**src/design/prot_pkg.sv**
```systemverilog
// Shared types, constants and tables of the point rotation block.
`default_nettype none
package prot_pkg;

	// Field widths
	localparam int COORD_W = 24;
	localparam int ANGLE_W = 16;
	localparam int EXT_W   = COORD_W + 1;

	// Angle units: 1/64 degree
	localparam int TURN_UNITS    = 23040;
	localparam int QUARTER_UNITS = 5760;
	localparam int EIGHTH_UNITS  = 2880;

	// Residual angle to binary angle: z = q * 2^23 + frac(rem), with mag = 45 * q + rem
	localparam int MAG_W       = 12;
	localparam int QUO_W       = 7;
	localparam int REM_W       = 6;
	localparam int FRAC_W      = 23;
	localparam int ZMAG_W      = QUO_W + FRAC_W;
	localparam int Z_DIV       = 45;
	localparam int Z_BIAS      = 22;
	localparam int RECIP_DIV   = 2913;
	localparam int RECIP_SHIFT = 17;
	localparam int RECIP_W     = MAG_W + 12;

	// Rotation datapath
	localparam int GUARD_BITS = 8;
	localparam int CORDIC_W   = 35;
	localparam int Z_W        = 32;
	localparam int ATAN_LEN   = 30;

	// Gain correction
	localparam int GAIN_W      = 24;
	localparam logic [GAIN_W-1:0] GAIN_Q24 = 24'd10188014;
	localparam int GAIN_SPLIT  = 17;
	localparam int ROUND_BIT   = 31;
	localparam int GAIN_SHIFT  = 32;
	localparam int COORD_MAX   = 8388607;
	localparam int COORD_MIN   = -8388608;

	// Defaults
	localparam int ROTATION_STEPS_DEF = 16;
	localparam int MID_DEPTH          = 4;
	localparam int OUT_DEPTH          = 2;

	// Queue status
	typedef struct packed {
		logic full;
		logic empty;
	} fifo_stat_t;

	// Item handed from the front to the rotation pipeline
	typedef struct packed {
		logic signed [EXT_W-1:0] ax;
		logic signed [EXT_W-1:0] ay;
		logic signed [Z_W-1:0]   z;
	} mid_entry_t;

	// Finished result item
	typedef struct packed {
		logic signed [COORD_W-1:0] rx;
		logic signed [COORD_W-1:0] ry;
	} out_entry_t;

	// atan(2^-i) in binary angle units, truncated
	localparam logic [Z_W-1:0] ATAN_TAB [ATAN_LEN] = '{
		32'h20000000, 32'h12E4051D, 32'h09FB385B, 32'h051111D4, 32'h028B0D43,
		32'h0145D7E1, 32'h00A2F61E, 32'h00517C55, 32'h0028BE53, 32'h00145F2E,
		32'h000A2F98, 32'h000517CC, 32'h00028BE6, 32'h000145F3, 32'h0000A2F9,
		32'h0000517C, 32'h000028BE, 32'h0000145F, 32'h00000A2F, 32'h00000517,
		32'h0000028B, 32'h00000145, 32'h000000A2, 32'h00000051, 32'h00000028,
		32'h00000014, 32'h0000000A, 32'h00000005, 32'h00000002, 32'h00000001
	};

	// Fraction part of the angle conversion, one entry per remainder
	localparam int FRAC_LEN = 2 ** REM_W;
	typedef logic [FRAC_W-1:0] frac_tab_t [FRAC_LEN];

	function automatic frac_tab_t build_frac_tab();
		frac_tab_t t;
		for (int b = 0; b < FRAC_LEN; b++) begin
			t[b] = FRAC_W'(((longint'(b) << FRAC_W) + Z_BIAS) / Z_DIV);
		end
		return t;
	endfunction

	localparam frac_tab_t FRAC_TAB = build_frac_tab();

endpackage
`default_nettype wire

```
**src/design/prot_fifo.sv**
```systemverilog
// Small flop-based queue used between pipeline parts and at the result side.
`default_nettype none
module prot_fifo #(
	parameter int WIDTH = 8,
	parameter int DEPTH = 2
) (
	input  wire logic             clk,
	input  wire logic             arst_n,
	input  wire logic             push,
	input  wire logic [WIDTH-1:0] wdata,
	input  wire logic             pop,
	output logic [WIDTH-1:0]      rdata,
	output prot_pkg::fifo_stat_t  stat
);

	localparam int AW   = (DEPTH > 1) ? $clog2(DEPTH) : 1;
	localparam int CNTW = $clog2(DEPTH + 1);

	logic [WIDTH-1:0] mem_q [DEPTH];
	logic [AW-1:0]    wr_ptr_q;
	logic [AW-1:0]    rd_ptr_q;
	logic [CNTW-1:0]  cnt_q;

	// Store the incoming item
	always_ff @(posedge clk) begin
		if (push) begin
			mem_q[wr_ptr_q] <= wdata;
		end
	end

	// Advance pointers and occupancy
	always_ff @(posedge clk or negedge arst_n) begin
		if (!arst_n) begin
			wr_ptr_q <= '0;
			rd_ptr_q <= '0;
			cnt_q    <= '0;
		end else begin
			if (push) begin
				wr_ptr_q <= (wr_ptr_q == AW'(DEPTH - 1)) ? '0 : wr_ptr_q + 1'b1;
			end
			if (pop) begin
				rd_ptr_q <= (rd_ptr_q == AW'(DEPTH - 1)) ? '0 : rd_ptr_q + 1'b1;
			end
			case ({push, pop})
				2'b10:   cnt_q <= cnt_q + 1'b1;
				2'b01:   cnt_q <= cnt_q - 1'b1;
				default: cnt_q <= cnt_q;
			endcase
		end
	end

	assign rdata      = mem_q[rd_ptr_q];
	assign stat.full  = (cnt_q == CNTW'(DEPTH));
	assign stat.empty = (cnt_q == '0);

	a_no_overflow: assert property (@(posedge clk) disable iff (!arst_n)
		push |-> !stat.full)
		else $error("item pushed into a full queue");

	a_no_underflow: assert property (@(posedge clk) disable iff (!arst_n)
		pop |-> !stat.empty)
		else $error("item popped from an empty queue");

	a_count_bound: assert property (@(posedge clk) disable iff (!arst_n)
		cnt_q <= CNTW'(DEPTH))
		else $error("queue occupancy beyond depth");

endmodule
`default_nettype wire

```
**config.mk**
```make
export PLATFORM = sky130hd
export DESIGN_NAME = prot_fifo
export DESIGN_NICKNAME = d
export VERILOG_FILES = /design/src/design/prot_pkg.sv /design/src/design/prot_fifo.sv
export SDC_FILE = /design/constraint.sdc
export NUM_CORES = 1
export LEC_CHECK = 0
export BUFFER_PORTS_ARGS = -buffer_cell sky130_fd_sc_hd__buf_4
export CAP_MARGIN = 20
export CORE_UTILIZATION = 40
export DETAILED_ROUTE_END_ITERATION = 10
export GPL_TIMING_DRIVEN = 0
export HOLD_SLACK_MARGIN = 0.02
export PLACE_DENSITY = 0.7
export REMOVE_ABC_BUFFERS = 1
export SYNTH_ARGS = -nofsm -noshare
export SYNTH_HDL_FRONTEND = slang
export SYNTH_SLANG_ARGS = --single-unit
```
**constraint.sdc**
```tcl
create_clock -name clk -period 1.61 [get_ports clk]
set_clock_uncertainty 0.1 [all_clocks]
set_input_delay 0.322 -clock clk [delete_from_list [all_inputs] [get_ports clk]]
set_output_delay 0.322 -clock clk [all_outputs]
set_load 0.01 [all_outputs]
```
Yosys cells after proc, flatten, opt, wreduce, memory -nomap -nowiden
Memory sizes are Yosys's and may differ from the RTL's. Index checks and enable logic that the tools add are counted. W data, S select, Z words.

Register bits: 4. Latch bits: 0. Memory bits (writable): 16. Memory bits (read-only): 0. Input bits: 12. Output and inout port bits: 10. Word-level logic and storage cells: 18. Memories kept: 1.

Add/subtract/negate cells: 4. Multiply operators: 0. Divide/modulo/power cells: 0. Order comparisons: 0. Equal/unequal tests: 3. Shifts and indexed selects: 0. Mux-type cells: 5. Bitwise gates (word level): 0. Reduce and logical (&&, ||, !) cells: 2.

Memories: mem_q (depth 2, bits a word 8, rd ports 1, clocked after Yosys merged registers in 0, wr ports 1, line prot_fifo.sv:19) `logic [WIDTH-1:0] mem_q [DEPTH];`.

Operators with widths (number): $eq A2 B2 Y1 const B (2); $mux W1 (4); $pmux W2 S2 (1); $add A1 B1 Y1 const B (2); $add A2 B1 Y2 const B (1); $eq A2 B1 Y1 const B (1); $logic_not A2 Y1 (1); $reduce_bool A2 Y1 (1); $sub A2 B1 Y2 const B (1).

Depth between registers and ports, before layout
Depth after elaboration: 2. Mapped depth: 5. Mapped depth without buffers: 5.

Worst setup path before layout
OpenSTA, ideal clock, no wires.

Path type: register to output. Start point: register rd_ptr_q. End point: output rdata[0]. Data arrival time: 0.857 ns. Data required time: 1.188 ns. Slack: 0.331 ns. Cell stages (with the launch flop): 3. Path buffers: 1. Cells stage by stage: dfrtp_1 > buf_2 > mux2_2.

Word-level cells in the longest chain between the ends: 1.

Ends and longest elaborated chain: from (decl) (line prot_fifo.sv:21) `logic [AW-1:0] rd_ptr_q;`; from (signal assigned) (line prot_fifo.sv:42) `rd_ptr_q <= (rd_ptr_q == AW'(DEPTH - 1)) ? '0 : rd_ptr_q + 1'b1;`; $mem_v2 Z2 W8; to (decl) (line prot_fifo.sv:12) `output logic [WIDTH-1:0] rdata,`.

Every way passes these cells.

Worst setup path after layout
Start point: register rd_ptr_q. End point: output rdata[4].

The elaborated chain is that of the path after synthesis.

==> metrics.yaml <==
r2r_slack_ns: 0.18
clk_path_buf_depth: 2
hold_violations: 0
final_cell_mix: "edfxtp_1 (16), buf_4 (15), buf_6 (10), mux2_2 (6)"
synth_cell_types: 11
die_h_um: 45.65
irDropWorstVdd_v: 0.0009697
crit_type: "reg -> out"
drive_gt1_frac: 0.5429
synth_area_leaders: "edfxtp_1 (63%), dfrtp_1 (13%), mux2_2 (12%)"
violations: "negative setup slack"
gp_congestion: 0.6395
fin_crit_sh: 1.055
via_count: 446
setup_ws_ns: -0.08815
synth_top_cell_by_area: "edfxtp_1"
rr_startpoint: "wr_ptr_q$_DFFE_PN0P_"
io_buffers: 21
cts-root-buf: "clkbuf_4"
cap_viol_max_count: 0
synth_area_um2: 762.0
wire_per_inst_um: 12.63
core_um2: 1764
grt_max_degree: 12
worstHoldStart: "wdata[7]"
start_kind: "register"
routed_wirelength_um: 1200
powerDensity_nw_per_um2: 1627
first_pass_iters: 4
rows: 15
ys_seq_area_frac: 0.7619
syn_area_per_cell_um2: 18.58
cts_buffers: 3
rsz0062_at_grt: "true"
setup_viol: 8
tns_ns: -0.6255
num_antenna_cells: 0
worstHoldEndpoint: "mem_q[0][7]$_DFFE_PP_"
drt.antenna.violating_nets: 0
grt_pass1_vias: 428
timing.rr.end: "mem_q[0][3]$_DFFE_PP_"
viasPerCell: 4.695
synthCells: 41
initial_core_util: 0.4319
place_ws_ns: 0.08664
p_leak_nw: 0.4325
slew_headroom: 0.5406
route.detailed.drc: 0
cp.arrival_ns: 1.28
ios: 22
grtUsageTotal: 0.1305
status: "finished, violations left"
numClockSinks: 20
hold_depth: 1
hold_slack_ns: 0.1077
worst_slew_pin_slew_ns: 0.6866
htreeDepth: 1
design.die.area_um2: 2083
final_nets: 84
cts_tree: "built"
dieWidth_um: 45.65
ys_ff_latch: 20
total_power_mw: 1.722
timing.fmax_mhz: 588.9
r2r_cells: 1
grt_antenna_before_repair: 0
drv_slew: 0
grt_pass1_wl_um: 1787
yosysWarnings: 0
min_period_ns: 1.698
syn_to_final_growth_pct: 38.92
cts.clk_slew.worst_paths_ns: 0.11
crit_path_end_kind: "output port"
drt_iter0_drc: 1
layout_commonest_cell: "edfxtp_1"
hold_path.class: "in -> reg"
synth_top_area_frac: 0.6305
fillers: 151
cp.required_ns: 1.19
worstSkewPairLatency_ns: 0.28
crit_fanout: 3
overflow: 0
## metrics by stage
stage / util / std cells / area (um2)
after floorplan: - / 40 / 757.0
after global placement: 0.5362 / 86 / 945.9
after detailed placement: 0.5362 / 86 / 945.9
after CTS: 0.5787 / 95 / 1021
after global routing: 0.6000 / 95 / 1059
final: 0.6000 / 95 / 1059
## critical path, cell delays in order, from the launching register on
cell	delay, ns
dfrtp_2	0.41
buf_4	0.13
mux2_2	0.34
buf_6	0.12
## synth_stat cells (all sizes together)
library cell	number
and2b	1
xnor2	2
mux2	8
buf	1
nor2	3
dfrtp	4
edfxtp	16
xor2	3
and2	1
ha	1
inv	1
## worst max-delay path by stage
stage	slack (ns)	start	end	depth (start not counted)
global placement	0.09	rd_ptr_q$_DFFE_PN0P_	rdata[4]	2
finish	-0.09	rd_ptr_q$_DFFE_PN0P_	rdata[4]	3
detailed placement	0.09	rd_ptr_q$_DFFE_PN0P_	rdata[0]	2
floorplan	0.31	rd_ptr_q$_DFFE_PN0P_	rdata[0]	1
CTS	-0.09	rd_ptr_q$_DFFE_PN0P_	rdata[3]	3
global route	-0.14	rd_ptr_q$_DFFE_PN0P_	rdata[4]	3
## final cells by class
type                       instances  area, um2  area share
timing repair buffer              26      235.2      0.2222
clock buffer                       3      22.52     0.02128
tap                               25      31.28     0.02955
clock inverter                     1      3.754    0.003546
inverter                           1      3.754    0.003546
multi-input combinational         19      180.2      0.1702
sequential                        20      581.8      0.5496
## flip-flops by register name, summed over array words and instances, names as in the netlist
register,count
cnt_q,2
mem_q,16
rd_ptr_q,1
wr_ptr_q,1
## per-layer routing
metal | GRT usage | wire length (um) | up-vias
li1 | - | - | 209
met1 | 0.1534 | 471 | 222
met2 | 0.2171 | 683 | 15
met3 | 0.04365 | 45 | 0
met4 | 0.05455 | 0 | 0
met5 | 0 | 0 | -
## power breakdown
| part | internal (mW) | switching [mW] | total [mW] | leakage, nW |
|---|---|---|---|---|
| clock network | 0.0900 | 0.138 | 0.228 | 0.0154 |
| logic | 0.438 | 0.280 | 0.718 | 0.221 |
| registers | 0.706 | 0.0699 | 0.776 | 0.196 |
## what timing repair did
action / in CTS / in global routing
endpoints found under the hold margin: 4 / 0
gates resized for setup: 4 / 10
gates cloned: 0 / 0
hold buffers: 1 / 0
setup endpoints to repair: 8 / 8
buffers inserted: 4 / 0
## logic make-up after synthesis
kind of cell / count (synthesis) / share of synthesized area
flops: 20 / 0.7619
mux: 8 / 0.1182
xor+xnor: 5 / 0.05748
simple gates: 5 / 0.03449
buf+inv: 2 / 0.01148
fa+ha+maj: 1 / 0.01642
Power figures use the tool's default switching activity.
