<file path="src/design/prot_pkg.sv">
// Shared types, constants and tables of the point rotation block.
`default_nettype none
package prot_pkg;

	// Field widths
	localparam int COORD_W = 24;
	localparam int ANGLE_W = 16;
	localparam int EXT_W   = COORD_W + 1;

	// Angle units: 1/64 degree
	localparam int TURN_UNITS    = 23040;
	localparam int QUARTER_UNITS = 5760;
	localparam int EIGHTH_UNITS  = 2880;

	// Residual angle to binary angle: z = q * 2^23 + frac(rem), with mag = 45 * q + rem
	localparam int MAG_W       = 12;
	localparam int QUO_W       = 7;
	localparam int REM_W       = 6;
	localparam int FRAC_W      = 23;
	localparam int ZMAG_W      = QUO_W + FRAC_W;
	localparam int Z_DIV       = 45;
	localparam int Z_BIAS      = 22;
	localparam int RECIP_DIV   = 2913;
	localparam int RECIP_SHIFT = 17;
	localparam int RECIP_W     = MAG_W + 12;

	// Rotation datapath
	localparam int GUARD_BITS = 8;
	localparam int CORDIC_W   = 35;
	localparam int Z_W        = 32;
	localparam int ATAN_LEN   = 30;

	// Gain correction
	localparam int GAIN_W      = 24;
	localparam logic [GAIN_W-1:0] GAIN_Q24 = 24'd10188014;
	localparam int GAIN_SPLIT  = 17;
	localparam int ROUND_BIT   = 31;
	localparam int GAIN_SHIFT  = 32;
	localparam int COORD_MAX   = 8388607;
	localparam int COORD_MIN   = -8388608;

	// Defaults
	localparam int ROTATION_STEPS_DEF = 16;
	localparam int MID_DEPTH          = 4;
	localparam int OUT_DEPTH          = 2;

	// Queue status
	typedef struct packed {
		logic full;
		logic empty;
	} fifo_stat_t;

	// Item handed from the front to the rotation pipeline
	typedef struct packed {
		logic signed [EXT_W-1:0] ax;
		logic signed [EXT_W-1:0] ay;
		logic signed [Z_W-1:0]   z;
	} mid_entry_t;

	// Finished result item
	typedef struct packed {
		logic signed [COORD_W-1:0] rx;
		logic signed [COORD_W-1:0] ry;
	} out_entry_t;

	// atan(2^-i) in binary angle units, truncated
	localparam logic [Z_W-1:0] ATAN_TAB [ATAN_LEN] = '{
		32'h20000000, 32'h12E4051D, 32'h09FB385B, 32'h051111D4, 32'h028B0D43,
		32'h0145D7E1, 32'h00A2F61E, 32'h00517C55, 32'h0028BE53, 32'h00145F2E,
		32'h000A2F98, 32'h000517CC, 32'h00028BE6, 32'h000145F3, 32'h0000A2F9,
		32'h0000517C, 32'h000028BE, 32'h0000145F, 32'h00000A2F, 32'h00000517,
		32'h0000028B, 32'h00000145, 32'h000000A2, 32'h00000051, 32'h00000028,
		32'h00000014, 32'h0000000A, 32'h00000005, 32'h00000002, 32'h00000001
	};

	// Fraction part of the angle conversion, one entry per remainder
	localparam int FRAC_LEN = 2 ** REM_W;
	typedef logic [FRAC_W-1:0] frac_tab_t [FRAC_LEN];

	function automatic frac_tab_t build_frac_tab();
		frac_tab_t t;
		for (int b = 0; b < FRAC_LEN; b++) begin
			t[b] = FRAC_W'(((longint'(b) << FRAC_W) + Z_BIAS) / Z_DIV);
		end
		return t;
	endfunction

	localparam frac_tab_t FRAC_TAB = build_frac_tab();

endpackage
`default_nettype wire

</file>
<file path="src/design/prot_front.sv">
// Front part: accepts items, reduces the angle to a quadrant and a residual binary angle.
`default_nettype none
module prot_front (
	input  wire logic                                  clk,
	input  wire logic                                  arst_n,
	input  wire logic                                  push,
	input  wire logic signed [prot_pkg::COORD_W-1:0]   point_x,
	input  wire logic signed [prot_pkg::COORD_W-1:0]   point_y,
	input  wire logic signed [prot_pkg::ANGLE_W-1:0]   angle,
	output logic                                       full,
	input  wire prot_pkg::fifo_stat_t                  q_stat,
	output logic                                       q_push,
	output prot_pkg::mid_entry_t                       q_data
);

	localparam int EW = prot_pkg::EXT_W;
	localparam int AW = 18;

	typedef enum logic [1:0] {
		QUAD_0   = 2'd0,
		QUAD_90  = 2'd1,
		QUAD_180 = 2'd2,
		QUAD_270 = 2'd3
	} quad_t;

	localparam logic signed [AW-1:0] TURN_S  = AW'(prot_pkg::TURN_UNITS);
	localparam logic signed [AW-1:0] TURN2_S = AW'(2 * prot_pkg::TURN_UNITS);
	localparam logic signed [AW-1:0] QTR_S   = AW'(prot_pkg::QUARTER_UNITS);
	localparam logic signed [AW-1:0] B1_S    = AW'(prot_pkg::EIGHTH_UNITS);
	localparam logic signed [AW-1:0] B2_S    =
		AW'(prot_pkg::EIGHTH_UNITS + prot_pkg::QUARTER_UNITS);
	localparam logic signed [AW-1:0] B3_S    =
		AW'(prot_pkg::EIGHTH_UNITS + 2 * prot_pkg::QUARTER_UNITS);
	localparam logic signed [AW-1:0] B4_S    =
		AW'(prot_pkg::EIGHTH_UNITS + 3 * prot_pkg::QUARTER_UNITS);

	logic adv;
	logic vld_s1, vld_s2, vld_s3;

	logic signed [AW-1:0] ang_w, m_w, r_w;
	logic signed [EW-1:0] px_w, py_w, ax_w, ay_w;
	logic [prot_pkg::MAG_W-1:0] mag_w;
	quad_t quad_w;

	logic signed [EW-1:0] ax_s1, ay_s1, ax_s2, ay_s2, ax_s3, ay_s3;
	logic [prot_pkg::MAG_W-1:0] mag_s1, mag_s2;
	logic neg_s1, neg_s2;
	logic [prot_pkg::QUO_W-1:0] quo_s2;
	logic signed [prot_pkg::Z_W-1:0] z_s3;

	logic [prot_pkg::RECIP_W-1:0] prod_w;
	logic [prot_pkg::MAG_W-1:0]   rem_full_w;
	logic [prot_pkg::REM_W-1:0]   rem_w;
	logic [prot_pkg::ZMAG_W-1:0]  zmag_w;
	logic signed [prot_pkg::Z_W-1:0] z_w;

	// The whole front moves together; it halts only when its last stage cannot drain
	assign adv    = !vld_s3 || !q_stat.full;
	assign full   = !adv;
	assign q_push = vld_s3 && adv;

	// Wrap the angle to one turn and pick the nearest quarter turn
	always_comb begin
		ang_w = AW'(angle);
		if (ang_w < -TURN_S) begin
			m_w = ang_w + TURN2_S;
		end else if (ang_w < 0) begin
			m_w = ang_w + TURN_S;
		end else if (ang_w >= TURN_S) begin
			m_w = ang_w - TURN_S;
		end else begin
			m_w = ang_w;
		end
		if (m_w < B1_S) begin
			quad_w = QUAD_0;
			r_w    = m_w;
		end else if (m_w < B2_S) begin
			quad_w = QUAD_90;
			r_w    = m_w - QTR_S;
		end else if (m_w < B3_S) begin
			quad_w = QUAD_180;
			r_w    = m_w - (QTR_S <<< 1);
		end else if (m_w < B4_S) begin
			quad_w = QUAD_270;
			r_w    = m_w - TURN_S + QTR_S;
		end else begin
			quad_w = QUAD_0;
			r_w    = m_w - TURN_S;
		end
		mag_w = r_w[AW-1] ? prot_pkg::MAG_W'(-r_w) : prot_pkg::MAG_W'(r_w);
	end

	// Apply the quarter turn exactly by swap and negate
	always_comb begin
		px_w = EW'(point_x);
		py_w = EW'(point_y);
		case (quad_w)
			QUAD_90: begin
				ax_w = -py_w;
				ay_w = px_w;
			end
			QUAD_180: begin
				ax_w = -px_w;
				ay_w = -py_w;
			end
			QUAD_270: begin
				ax_w = py_w;
				ay_w = -px_w;
			end
			default: begin
				ax_w = px_w;
				ay_w = py_w;
			end
		endcase
	end

	// Quotient of the magnitude by 45 through a reciprocal
	assign prod_w = prot_pkg::RECIP_W'(mag_s1) * prot_pkg::RECIP_W'(prot_pkg::RECIP_DIV);

	// Remainder, fraction lookup and sign of the binary angle
	always_comb begin
		rem_full_w = mag_s2 - prot_pkg::MAG_W'(quo_s2) * prot_pkg::MAG_W'(prot_pkg::Z_DIV);
		rem_w      = rem_full_w[prot_pkg::REM_W-1:0];
		zmag_w     = {quo_s2, {prot_pkg::FRAC_W{1'b0}}}
			+ prot_pkg::ZMAG_W'(prot_pkg::FRAC_TAB[rem_w]);
		z_w        = neg_s2 ? -prot_pkg::Z_W'(zmag_w) : prot_pkg::Z_W'(zmag_w);
	end

	// Hold stage valids
	always_ff @(posedge clk or negedge arst_n) begin
		if (!arst_n) begin
			vld_s1 <= 1'b0;
			vld_s2 <= 1'b0;
			vld_s3 <= 1'b0;
		end else if (adv) begin
			vld_s1 <= push;
			vld_s2 <= vld_s1;
			vld_s3 <= vld_s2;
		end
	end

	// Advance stage payloads
	always_ff @(posedge clk) begin
		if (adv) begin
			ax_s1  <= ax_w;
			ay_s1  <= ay_w;
			mag_s1 <= mag_w;
			neg_s1 <= r_w[AW-1];
			ax_s2  <= ax_s1;
			ay_s2  <= ay_s1;
			mag_s2 <= mag_s1;
			neg_s2 <= neg_s1;
			quo_s2 <= prod_w[prot_pkg::RECIP_SHIFT +: prot_pkg::QUO_W];
			ax_s3  <= ax_s2;
			ay_s3  <= ay_s2;
			z_s3   <= z_w;
		end
	end

	assign q_data.ax = ax_s3;
	assign q_data.ay = ay_s3;
	assign q_data.z  = z_s3;

	a_stall_holds: assert property (@(posedge clk) disable iff (!arst_n)
		vld_s3 && q_stat.full |=> vld_s3 && $stable(z_s3) && $stable(ax_s3))
		else $error("front item changed while the queue was full");

endmodule
`default_nettype wire

</file>
<file path="config.mk">
export PLATFORM = sky130hd
export DESIGN_NAME = prot_front
export DESIGN_NICKNAME = d
export VERILOG_FILES = /design/src/design/prot_pkg.sv /design/src/design/prot_front.sv
export SDC_FILE = /design/constraint.sdc
export NUM_CORES = 1
export LEC_CHECK = 0
export BUFFER_PORTS_ARGS = -buffer_cell sky130_fd_sc_hd__buf_4
export CORE_MARGIN = 5
export CORE_UTILIZATION = 55
export CTS_BUF_LIST = sky130_fd_sc_hd__clkbuf_8
export CTS_CLUSTER_DIAMETER = 100
export DETAILED_ROUTE_END_ITERATION = 6
export GPL_TIMING_DRIVEN = 1
export PLACE_DENSITY = 0.72
export SKIP_LAST_GASP = 1
export SLEW_MARGIN = 20
export SYNTH_ARGS = -nofsm -noshare
export SYNTH_HDL_FRONTEND = slang
export SYNTH_SLANG_ARGS = --single-unit
</file>
<file path="constraint.sdc">
create_clock -name clk -period 10.5 [get_ports clk]
set_input_delay 2.1 -clock clk [delete_from_list [all_inputs] [get_ports clk]]
set_output_delay 2.1 -clock clk [all_outputs]
set_load 0.005 [all_outputs]
</file>
=== Word level (Yosys, flattened, before mapping) ===
Memories as Yosys holds them, arrays and structs flattened.
Index checks and enable logic that the tools add are counted.

* Add/subtract/negate cells: 13
* Multipliers: 2
* Order comparisons: 8
* Equality and inequality tests: 3
* Multiplexer cells: 17
* Bitwise gates (word level): 1
* Reduce and logical (&&, ||, !) cells: 5

{| class="wikitable"
|+ Operator list
! operator !! number
|-
| case mux 25 bit (3 select lines) || 2
|-
| two-way mux 18 bit || 7
|-
| negator 24 -> 25 bit || 2
|-
| two-way mux 23 bit || 2
|-
| less-than comparator 18 x 15 -> 1 bit (second input constant) || 2
|-
| negator 30 -> 32 bit || 1
|-
| adder 30 x 23 -> 30 bit || 1
|-
| two-way mux 30 bit || 1
|-
| multiplier 12 x 12 -> 24 bit (second input constant) || 1
|-
| adder 16 x 17 -> 18 bit (second input constant) || 1
|-
| adder 18 x 14 -> 18 bit (second input constant) || 1
|-
| less-than comparator 18 x 13 -> 1 bit (second input constant) || 1
|-
| less-than comparator 18 x 16 -> 1 bit (second input constant) || 1
|-
| subtractor 18 x 14 -> 18 bit (second input constant) || 1
|-
| subtractor 18 x 15 -> 18 bit (second input constant) || 1
|-
| subtractor 18 x 16 -> 18 bit (second input constant) || 1
|-
| adder 16 x 16 -> 17 bit (second input constant) || 1
|-
| subtractor 16 x 16 -> 17 bit (second input constant) || 1
|-
| greater-or-equal comparator 16 bit (second input constant) || 1
|-
| less-than comparator 16 x 1 -> 1 bit (second input constant) || 1
|-
| less-than comparator 16 bit (second input constant) || 1
|-
| two-way mux 12 bit || 1
|-
| negator 12 bit || 1
|-
| two-way mux 2 bit || 4
|-
| other kinds (9) || 12
|}

* Flip-flop bits (word level): 212
* Bits in read-only memories: 1472
* Output and inout port bits: 84
* Word-level logic and storage cells: 66
* Memories kept: 1

{| class="wikitable"
|+ Memory list
! memory !! depth !! width !! rd ports !! clocked after Yosys merged registers in !! wr ports !! RTL line !! source
|-
| (name not given) || 64 || 23 || 1 || 0 || 0 || prot_front.sv:125 || <nowiki>+ prot_pkg::ZMAG_W'(prot_pkg::FRAC_TAB[rem_w]);</nowiki>
|}

=== Longest topological paths before layout ===
Gate-level depths: netlist of the first run.

* Word-level depth: 12
* Gate-level depth with buffers: 24
* Depth with buffers taken out: 20

=== Worst setup path before layout of the first run ===
OpenSTA, ideal clock, no wires.

* Path kind: input to output
* From: input q_stat[1] in the netlist's numbering
* To: output full
* Data arrival time: 6835 ps
* Setup slack: 1565 ps
* Stages: 2
* Path buffers: 0
* Path through: nand2_1 > inv_1

* Word-level cells in the longest chain between the ends: 3

{| class="wikitable"
|+ RTL lines
! what !! RTL line !! source
|-
| from (decl) || prot_front.sv:11 || <nowiki>input wire prot_pkg::fifo_stat_t q_stat,</nowiki>
|-
| logical NOT 1 bit || prot_front.sv:58 || <nowiki>assign adv = !vld_s3 || !q_stat.full;</nowiki>
|-
| logical OR 1 bit || prot_front.sv:58 ||
|-
| logical NOT 1 bit || prot_front.sv:59 || <nowiki>assign full = !adv;</nowiki>
|-
| to (decl) || prot_front.sv:10 || <nowiki>output logic full,</nowiki>
|}

No other way between the ends.

=== Final worst setup path of the first run ===
* From: register quo_s2[0] in the netlist's numbering
* To: register z_s3[18] in the netlist's numbering (data pin)

* Word-level cells in the longest chain between the ends: 9

{| class="wikitable"
|+ RTL lines
! what !! RTL line !! source
|-
| from (decl) || prot_front.sv:48 || <nowiki>logic [prot_pkg::QUO_W-1:0] quo_s2;</nowiki>
|-
| from (signal assigned) || prot_front.sv:153 || <nowiki>quo_s2 <= prod_w[prot_pkg::RECIP_SHIFT +: prot_pkg::QUO_W];</nowiki>
|-
| multiplier 7 x 6 -> 6 bit * || prot_front.sv:122 || <nowiki>rem_full_w = mag_s2 - prot_pkg::MAG_W'(quo_s2) * prot_pkg::MAG_W'(prot_pkg::Z_DIV);</nowiki>
|-
| subtractor 6 bit * || prot_front.sv:122 ||
|-
| NOT 6 -> 7 bit (implied by the code) * || prot_front.sv:125 ||
|-
| memory read (64 x 23 bit) * || -- ||
|-
| two-way mux 23 bit (implied by the code) * (2 in series) || prot_front.sv:125 ||
|-
| adder 30 x 23 -> 30 bit * || prot_front.sv:125 ||
|-
| negator 30 -> 32 bit || prot_front.sv:126 || <nowiki>z_w = neg_s2 ? -prot_pkg::Z_W'(zmag_w) : prot_pkg::Z_W'(zmag_w);</nowiki>
|-
| two-way mux 30 bit * || prot_front.sv:126 ||
|-
| named net z_w (one bit) || prot_front.sv:55 || <nowiki>logic signed [prot_pkg::Z_W-1:0] z_w;</nowiki>
|-
| to (signal assigned) || prot_front.sv:156 || <nowiki>z_s3 <= z_w;</nowiki>
|-
| to (decl) || prot_front.sv:49 || <nowiki>logic signed [prot_pkg::Z_W-1:0] z_s3;</nowiki>
|}

Mark *: on every way through the listed nets, which the timed path passes. The rest lies on a longest branch. The select of a mux whose other input is x is not followed.
A chain may end at the register's enable or synchronous reset.

==> key figures, run 1 <==
Status
  • Outcome: complete, but fails checks
  • Failing checks: DRC

Cells and area
  • Number of fill cells: 2122
  • Layout Nets: 1731
  • Post-route insts no fill: 1887
  • Share of layout cells above drive strength 1: 16.8%
  • Area Overhead vs Synth: 13.6%

Die
  • I/O pins: 153
  • Core area: 26000 µm²
  • Num rows: 59
  • Die X: 172 µm
  • Die footprint: 29600 µm²
  • Starting Density: 55.6%
  • Die Ht: 172 µm

GRT
  • Initial antenna violation count: 2
  • Pin count of the biggest net entering global routing: 94
  • GR Util All Layers: 21.6%
  • First-pass GRT wire length: 52200 µm
  • Total gr overflow: 0
  • Vias in the first global route: 10300

Clock network
  • Clk Latency, worst-skew pair: 540 ps
  • Clk sink count: 212
  • Clock transition at path regs: 60 ps
  • Htree depth: 2
  • CTS Hold Bufs: 0
  • CTS root buffer: clkbuf_8
  • Longest Clk Path Bufs: 3
  • CTS-repair resized insts: 0
  • Post CTS Setup Buffer Count: 0
  • CTS Buf Count: 36
  • CTS tree: built

Drt
  • Vias: 10900
  • DRC Markers: 3
  • Final wirelength: 32300 µm
  • Antenna Nets Post-Route: 0
  • Pre-Repair DR Iteration Count: 7
  • Iteration-0 DRC Markers: 985
  • DR vias/cell: 5.79
  • Routed len/inst: 17.1 µm

STA
  • Setup TNS: 0 ps
  • RSZ-0062 raised after global routing: false
  • Slew HR: 34.0%
  • Slew of the pin with the lowest slew margin: 989 ps
  • Final Max Slew Viols: 0
  • Final Critical Period: 6380 ps
  • # setup viols final: 0
  • Fmax: 0.157 GHz
  • Tcrit/Tclk final: 60.8%
  • Clock Skews: 28.7 ps
  • Final-report hold violation count: 0

Hold path
  • Min-Delay Path Depth: 0
  • WHS Endpoint: ay_s2[2]
  • HP Class: reg2reg
  • Worst Hold Launch: ay_s1[2]

Worst setup path
  • CP max FO: 18
  • R2R Setup Slk: 4120 ps
  • Setup Crit Path Kind: reg2reg
  • Critical Path Start Type: register
  • Buf/Inv on CP: 2
  • Critical path's largest stage delay: 950 ps
  • R2R Path Start: quo_s2[0]
  • Critical path arrival: 6650 ps
  • CP max stage cell: fa_1
  • Reg2Reg Depth: 18
  • Worst-path cell chain: inv_1 -> ha_1 -> xnor2_1 -> xnor2_1 -> inv_1 -> ha_1 -> or2_2 -> fa_1 -> ha_1 -> nor2_1 -> a21o_1 -> a221oi_1 -> nor2_1 -> o41ai_2 -> nand2_1 -> or4b_1 -> o21a_1 -> xnor2_1
  • Worst Path Required: 10770 ps
  • FF-to-FF End: z_s3[18]
  • Critical path capture point type: register
  • Largest delay share family, worst path: adder cells

Synthesis
  • Dominant synthesized flop cell: edfxtp_1
  • Synth area leader: edfxtp_1
  • Synthesized area per cell: 10.3 µm²
  • Post-synth EDFFs: 209
  • Yosys reg bits: 212
  • Mapped Cells: 1408
  • Area contributors post-synth: edfxtp_1 (43%), ha_1 (8.8%), fa_1 (4.6%)
  • Mapped Area: 14400 µm²
  • Top-area cell type share of the netlist area: 43.5%
  • Mapped Nets: 1612
  • Register area share after synthesis: 44.0%
  • Asr flop ratio synth: 1.42%
  • Synth unique cells: 101
  • Yosys warns: 0

Placed design
  • Port Buffers: 151
  • Placed Instances: 1824
  • GPL Wtd Cong: 0.899
  • Detailed-placement wirelength estimate: 23600 µm

Job
  • Max-Cap Viols: 0
-- sequential cells by signal, indices dropped and copies added, names as in the netlist, 6 cells and up --
signal,count
mag_s2,6
ax_s3,25
ay_s2,25
ax_s2,25
ax_s1,25
quo_s2,7
z_s3,32
mag_s1,12
ay_s3,25
ay_s1,25
-- cell usage in the layout (no fill, tap or decap), types with 31 or more instances in the layout --
cell and count:
edfxtp_1 209, a21oi_1 107, fa_1 33, nand2_1 154, nor3_1 35, xnor2_1 67, xor2_1 31, nor2_1 92
o21ai_0 93, buf_4 159, ha_1 102, clkbuf_8 36, inv_1 108
-- routing by layer --
| metal | vias up | global-route usage, % | part of all wire, % |
|---|---|---|---|
| met5 | - | 0 | 0.099 |
| met4 | 4 | 5.88 | 1.8 |
| met3 | 47 | 3.54 | 6.4 |
| met2 | 340 | 34.8 | 47 |
| met1 | 5165 | 30.5 | 45 |
| li1 | 5363 | - | - |
-- cell usage after synthesis (5+ instances only) --
library cell and number:
buf_2 26, nand3_1 16, o21a_1 11, a211oi_1 9
a31oi_1 21, nor2_1 92, or4_1 6, o22ai_1 12
buf_1 11, o31ai_1 8, and3_1 9, or3_1 14
nor2b_1 5, o21ai_0 93, xnor2_1 67, xor2_1 32
o221ai_1 5, clkbuf_1 35, inv_1 102, mux2_2 7
a21o_1 11, fa_1 33, a221oi_1 6, a21oi_1 107
ha_1 102, o211ai_1 13, nor4_1 9, edfxtp_1 209
and2_1 5, nand2b_1 8, nand2_1 156, mux2i_1 11
nor3_1 35, nor3b_1 5
-- worst max-delay path by stage --
| stage | cells after the start | slack, ps | to | start |
|---|---|---|---|---|
| after global routing | 18 | 3630 | z_s3[20] | quo_s2[0] |
| after detailed placement | 15 | 3800 | mag_s1[11] | angle[11] |
| after global placement | 15 | 3800 | mag_s1[11] | angle[11] |
| after floorplan | 2 | 1570 | full | q_stat[1] |
| final | 18 | 4120 | z_s3[18] | quo_s2[0] |
| after CTS | 18 | 4180 | z_s3[18] | quo_s2[0] |
-- cell families after synthesis --
family | count (synthesis) | share of synthesized area [%]
AND/OR/NAND/NOR | 390 | 12.9
multiplexers | 20 | 1.62
XOR/XNOR | 101 | 6.23
adder cells (fa/ha/maj) | 135 | 13.4
AO/OA/AOI/OAI | 369 | 16.7
flip-flops | 212 | 44.0
buffers and inverters | 181 | 5.15
-- metrics by stage --
| step | hold slack (ps) | setup slack, ps | cell area (µm²) | utilization, % |
|---|---|---|---|---|
| 2_1_floorplan | 400 | 1570 | 14400 | - |
| 5_1_grt | 405 | 3630 | 16400 | 63.1 |
| 3_3_place_gp | 402 | 3800 | 15700 | 60.6 |
| 6_report | 400 | 4120 | 16400 | 63.1 |
| 4_1_cts | 392 | 4180 | 16400 | 63.1 |
| 3_5_place_dp | 405 | 3800 | 15700 | 60.6 |
-- cell type report --
| cell class | instances | area (µm²) | area share (%) |
|---|---|---|---|
| antenna | 1 | 2.50 | 0.0153 |
| clock buffer | 36 | 495 | 3.02 |
| tap | 335 | 419 | 2.56 |
| multi-input combinational | 1015 | 7390 | 45.1 |
| clock inverter | 26 | 155 | 0.946 |
| timing repair buffer | 159 | 1190 | 7.28 |
| inverter | 103 | 387 | 2.36 |
| sequential | 212 | 6350 | 38.7 |
-- worst reg2reg max path, cell delays in order (launching register included) --
cell	delay (ps)
edfxtp_1	530
inv_1	80
ha_1	290
xnor2_1	170
xnor2_1	160
inv_1	60
ha_1	180
or2_2	300
fa_1	950
ha_1	630
nor2_1	190
a21o_1	190
a221oi_1	250
nor2_1	90
o41ai_2	700
nand2_1	100
or4b_1	720
o21a_1	350
xnor2_1	190
Power of run 1 is left out: the tool's default activity adds up to more than one toggle a clock period on the data nets, which glitch-free logic cannot reach.
==> run 2: changes to the inputs <==
==> constraint.sdc (replaced) <==
create_clock -name clk -period 6.1 [get_ports clk]
set_input_delay 1.22 -clock clk [delete_from_list [all_inputs] [get_ports clk]]
set_output_delay 1.22 -clock clk [all_outputs]
set_load 0.005 [all_outputs]
==> run 2 against run 1 <==
Net effect: the run now ends clean; maximum frequency rose by 13%; core utilization rose by 1.0 points; routed wire length is 2.9% higher; via count increased by 2.9%; global-route usage increased by 0.74 points; sequential share of layout area shrank 0.63 points; final area increased by 1.7%; sequential cell count unchanged; critical endpoint is now z_s3[20]; non-clock buffer count grew 25; worst hold slack better by 2.5 ps; worst setup slack worse by 3700 ps; clock skew fell by 9.3 ps; largest cell class unchanged.
==> key figures, run 2 (synthesized netlist as in run 1, its figures left out) <==
Status
  • Outcome: finished clean

Drt
  • Final wirelength: 33300 µm
  • DRC Markers: 0
  • DR vias/cell: 5.86
  • Max Used Layer: met4
  • WL met1: 14600 µm
  • Met3 wire len: 2490 µm
  • Antenna Nets Post-Route: 0
  • Met2 wire length: 15300 µm
  • Iteration-0 DRC Markers: 1016
  • Vias: 11200
  • Routed len/inst: 17.4 µm
  • Pre-Repair DR Iteration Count: 5

Clock network
  • Clk Latency, worst-skew pair: 530 ps
  • CTS-repair resized insts: 0
  • CTS Buf Count: 37
  • Post CTS Setup Buffer Count: 0
  • CTS root buffer: clkbuf_8
  • Clock transition at path regs: 60 ps
  • CTS Hold Bufs: 0
  • Htree depth: 2
  • Clk sink count: 212
  • Longest Clk Path Bufs: 3
  • CTS tree: built

Worst setup path
  • R2R Setup Slk: 440 ps
  • Worst Path Required: 6360 ps
  • CP max stage cell: or4b_1
  • Critical Path Start Type: register
  • Setup Crit Path Kind: reg2reg
  • Critical path arrival: 5920 ps
  • CP max FO: 10
  • Top cell by count, worst path: ha_1
  • Critical path's largest stage delay: 640 ps
  • Critical path capture point type: register
  • Worst-path cell chain: ha_1 -> ha_1 -> fa_1 -> ha_1 -> inv_1 -> ha_1 -> xnor2_2 -> mux2_2 -> o31a_1 -> o221a_2 -> a211oi_1 -> o2bb2a_1 -> or4b_1 -> o21a_1 -> xor2_1

Cells and area
  • Share of layout cells above drive strength 1: 18.3%
  • Area Overhead vs Synth: 15.5%
  • Commonest non-fill, non-tap cells in the layout: edfxtp_1 (209), buf_4 (184), nand2_1 (154)
  • Most flops, register: z_s3
  • Max reg flops: 32
  • Number of fill cells: 2079
  • Most common cell after layout, fill and taps aside: edfxtp_1
  • Layout Nets: 1757

GRT
  • Total gr overflow: 0
  • First-pass GRT wire length: 53600 µm
  • Initial antenna violation count: 0
  • Pin count of the biggest net entering global routing: 137
  • Vias in the first global route: 10600
  • GR Util All Layers: 22.3%

STA
  • Fmax: 0.177 GHz
  • Slew HR: 34.2%
  • RSZ-0062 raised after global routing: false
  • Final-report hold violation count: 0
  • Tcrit/Tclk final: 92.8%
  • # setup viols final: 0
  • Setup TNS: 0 ps
  • Clock Skews: 19.4 ps
  • Final Max Slew Viols: 0
  • Final Critical Period: 5660 ps
  • Slew of the pin with the lowest slew margin: 987 ps

Hold path
  • HP Class: reg2reg

Die
  • Core area: 26000 µm²
  • Die footprint: 29600 µm²
  • Num rows: 59
  • I/O pins: 153
  • Starting Density: 55.6%
  • Die Ht: 172 µm
  • Die X: 172 µm

Placed design
  • Port Buffers: 151
  • GPL Wtd Cong: 0.924
  • Detailed-placement wirelength estimate: 24500 µm

Job
  • Max-Cap Viols: 0
## run 2: changes by cell type in the layout (fill, tap and decap cells not counted), sizes merged
cell    previous run  this run
bufinv             1         3
clkinv            14        11
buf              159       184
inv              111       115
clkbuf            36        37
## run 2: final cells by class
type / instances / area, µm² / share of cell area [%]
Antenna cell: 1 / 2.50 / 0.0150
Timing Repair Buffer: 184 / 1380 / 8.29
Tap cell: 335 / 419 / 2.51
Clock buffer: 37 / 509 / 3.05
Inverter: 103 / 387 / 2.32
Multi-Input combinational cell: 1015 / 7400 / 44.4
Sequential cell: 212 / 6350 / 38.1
Clock inverter: 29 / 218 / 1.31
## run 2: metal layers
metal	global-route usage, %	up-vias
met3	3.93	67
met2	34.8	418
met4	6.56	0
met5	0	-
li1	-	5410
met1	32.2	5341
## run 2: worst paths after layout
kind	end	cells after the start	start
max	z_s3[20]	15	quo_s2[2]
min in group asynchronous	vld_s1	1	arst_n
min	ay_s2[2]	0	ay_s1[2]
min reg2reg	ay_s2[2]	0	ay_s1[2]
max in group asynchronous	vld_s2	1	arst_n
max reg2reg	z_s3[20]	15	quo_s2[2]
## run 2: per-stage QoR
stage / area (µm²) / util [%] / hold slack, ps / worst slack [ps] / std cells
finish: 16700 / 64.2 / 403 / 440 / 1916
global route: 16700 / 64.1 / 412 / 160 / 1915
CTS: 16700 / 64.1 / 391 / 471 / 1915
detailed placement: 15900 / 61.3 / 405 / 479 / 1849
global placement: 15900 / 61.3 / 401 / 543 / 1849
floorplan: 14400 / - / 400 / 716 / 1408
## run 2: critical path, delay by kind of cell (launching register included)
family | cells | cell delay, ps
AO/OA/AOI/OAI | 5 | 1230
multiplexers | 1 | 410
AND/OR/NAND/NOR | 1 | 640
adder cells (fa/ha/maj) | 5 | 1790
buffers and inverters | 1 | 40
flip-flops | 1 | 500
XOR/XNOR | 2 | 810
Power of run 2 is left out for the same reason.
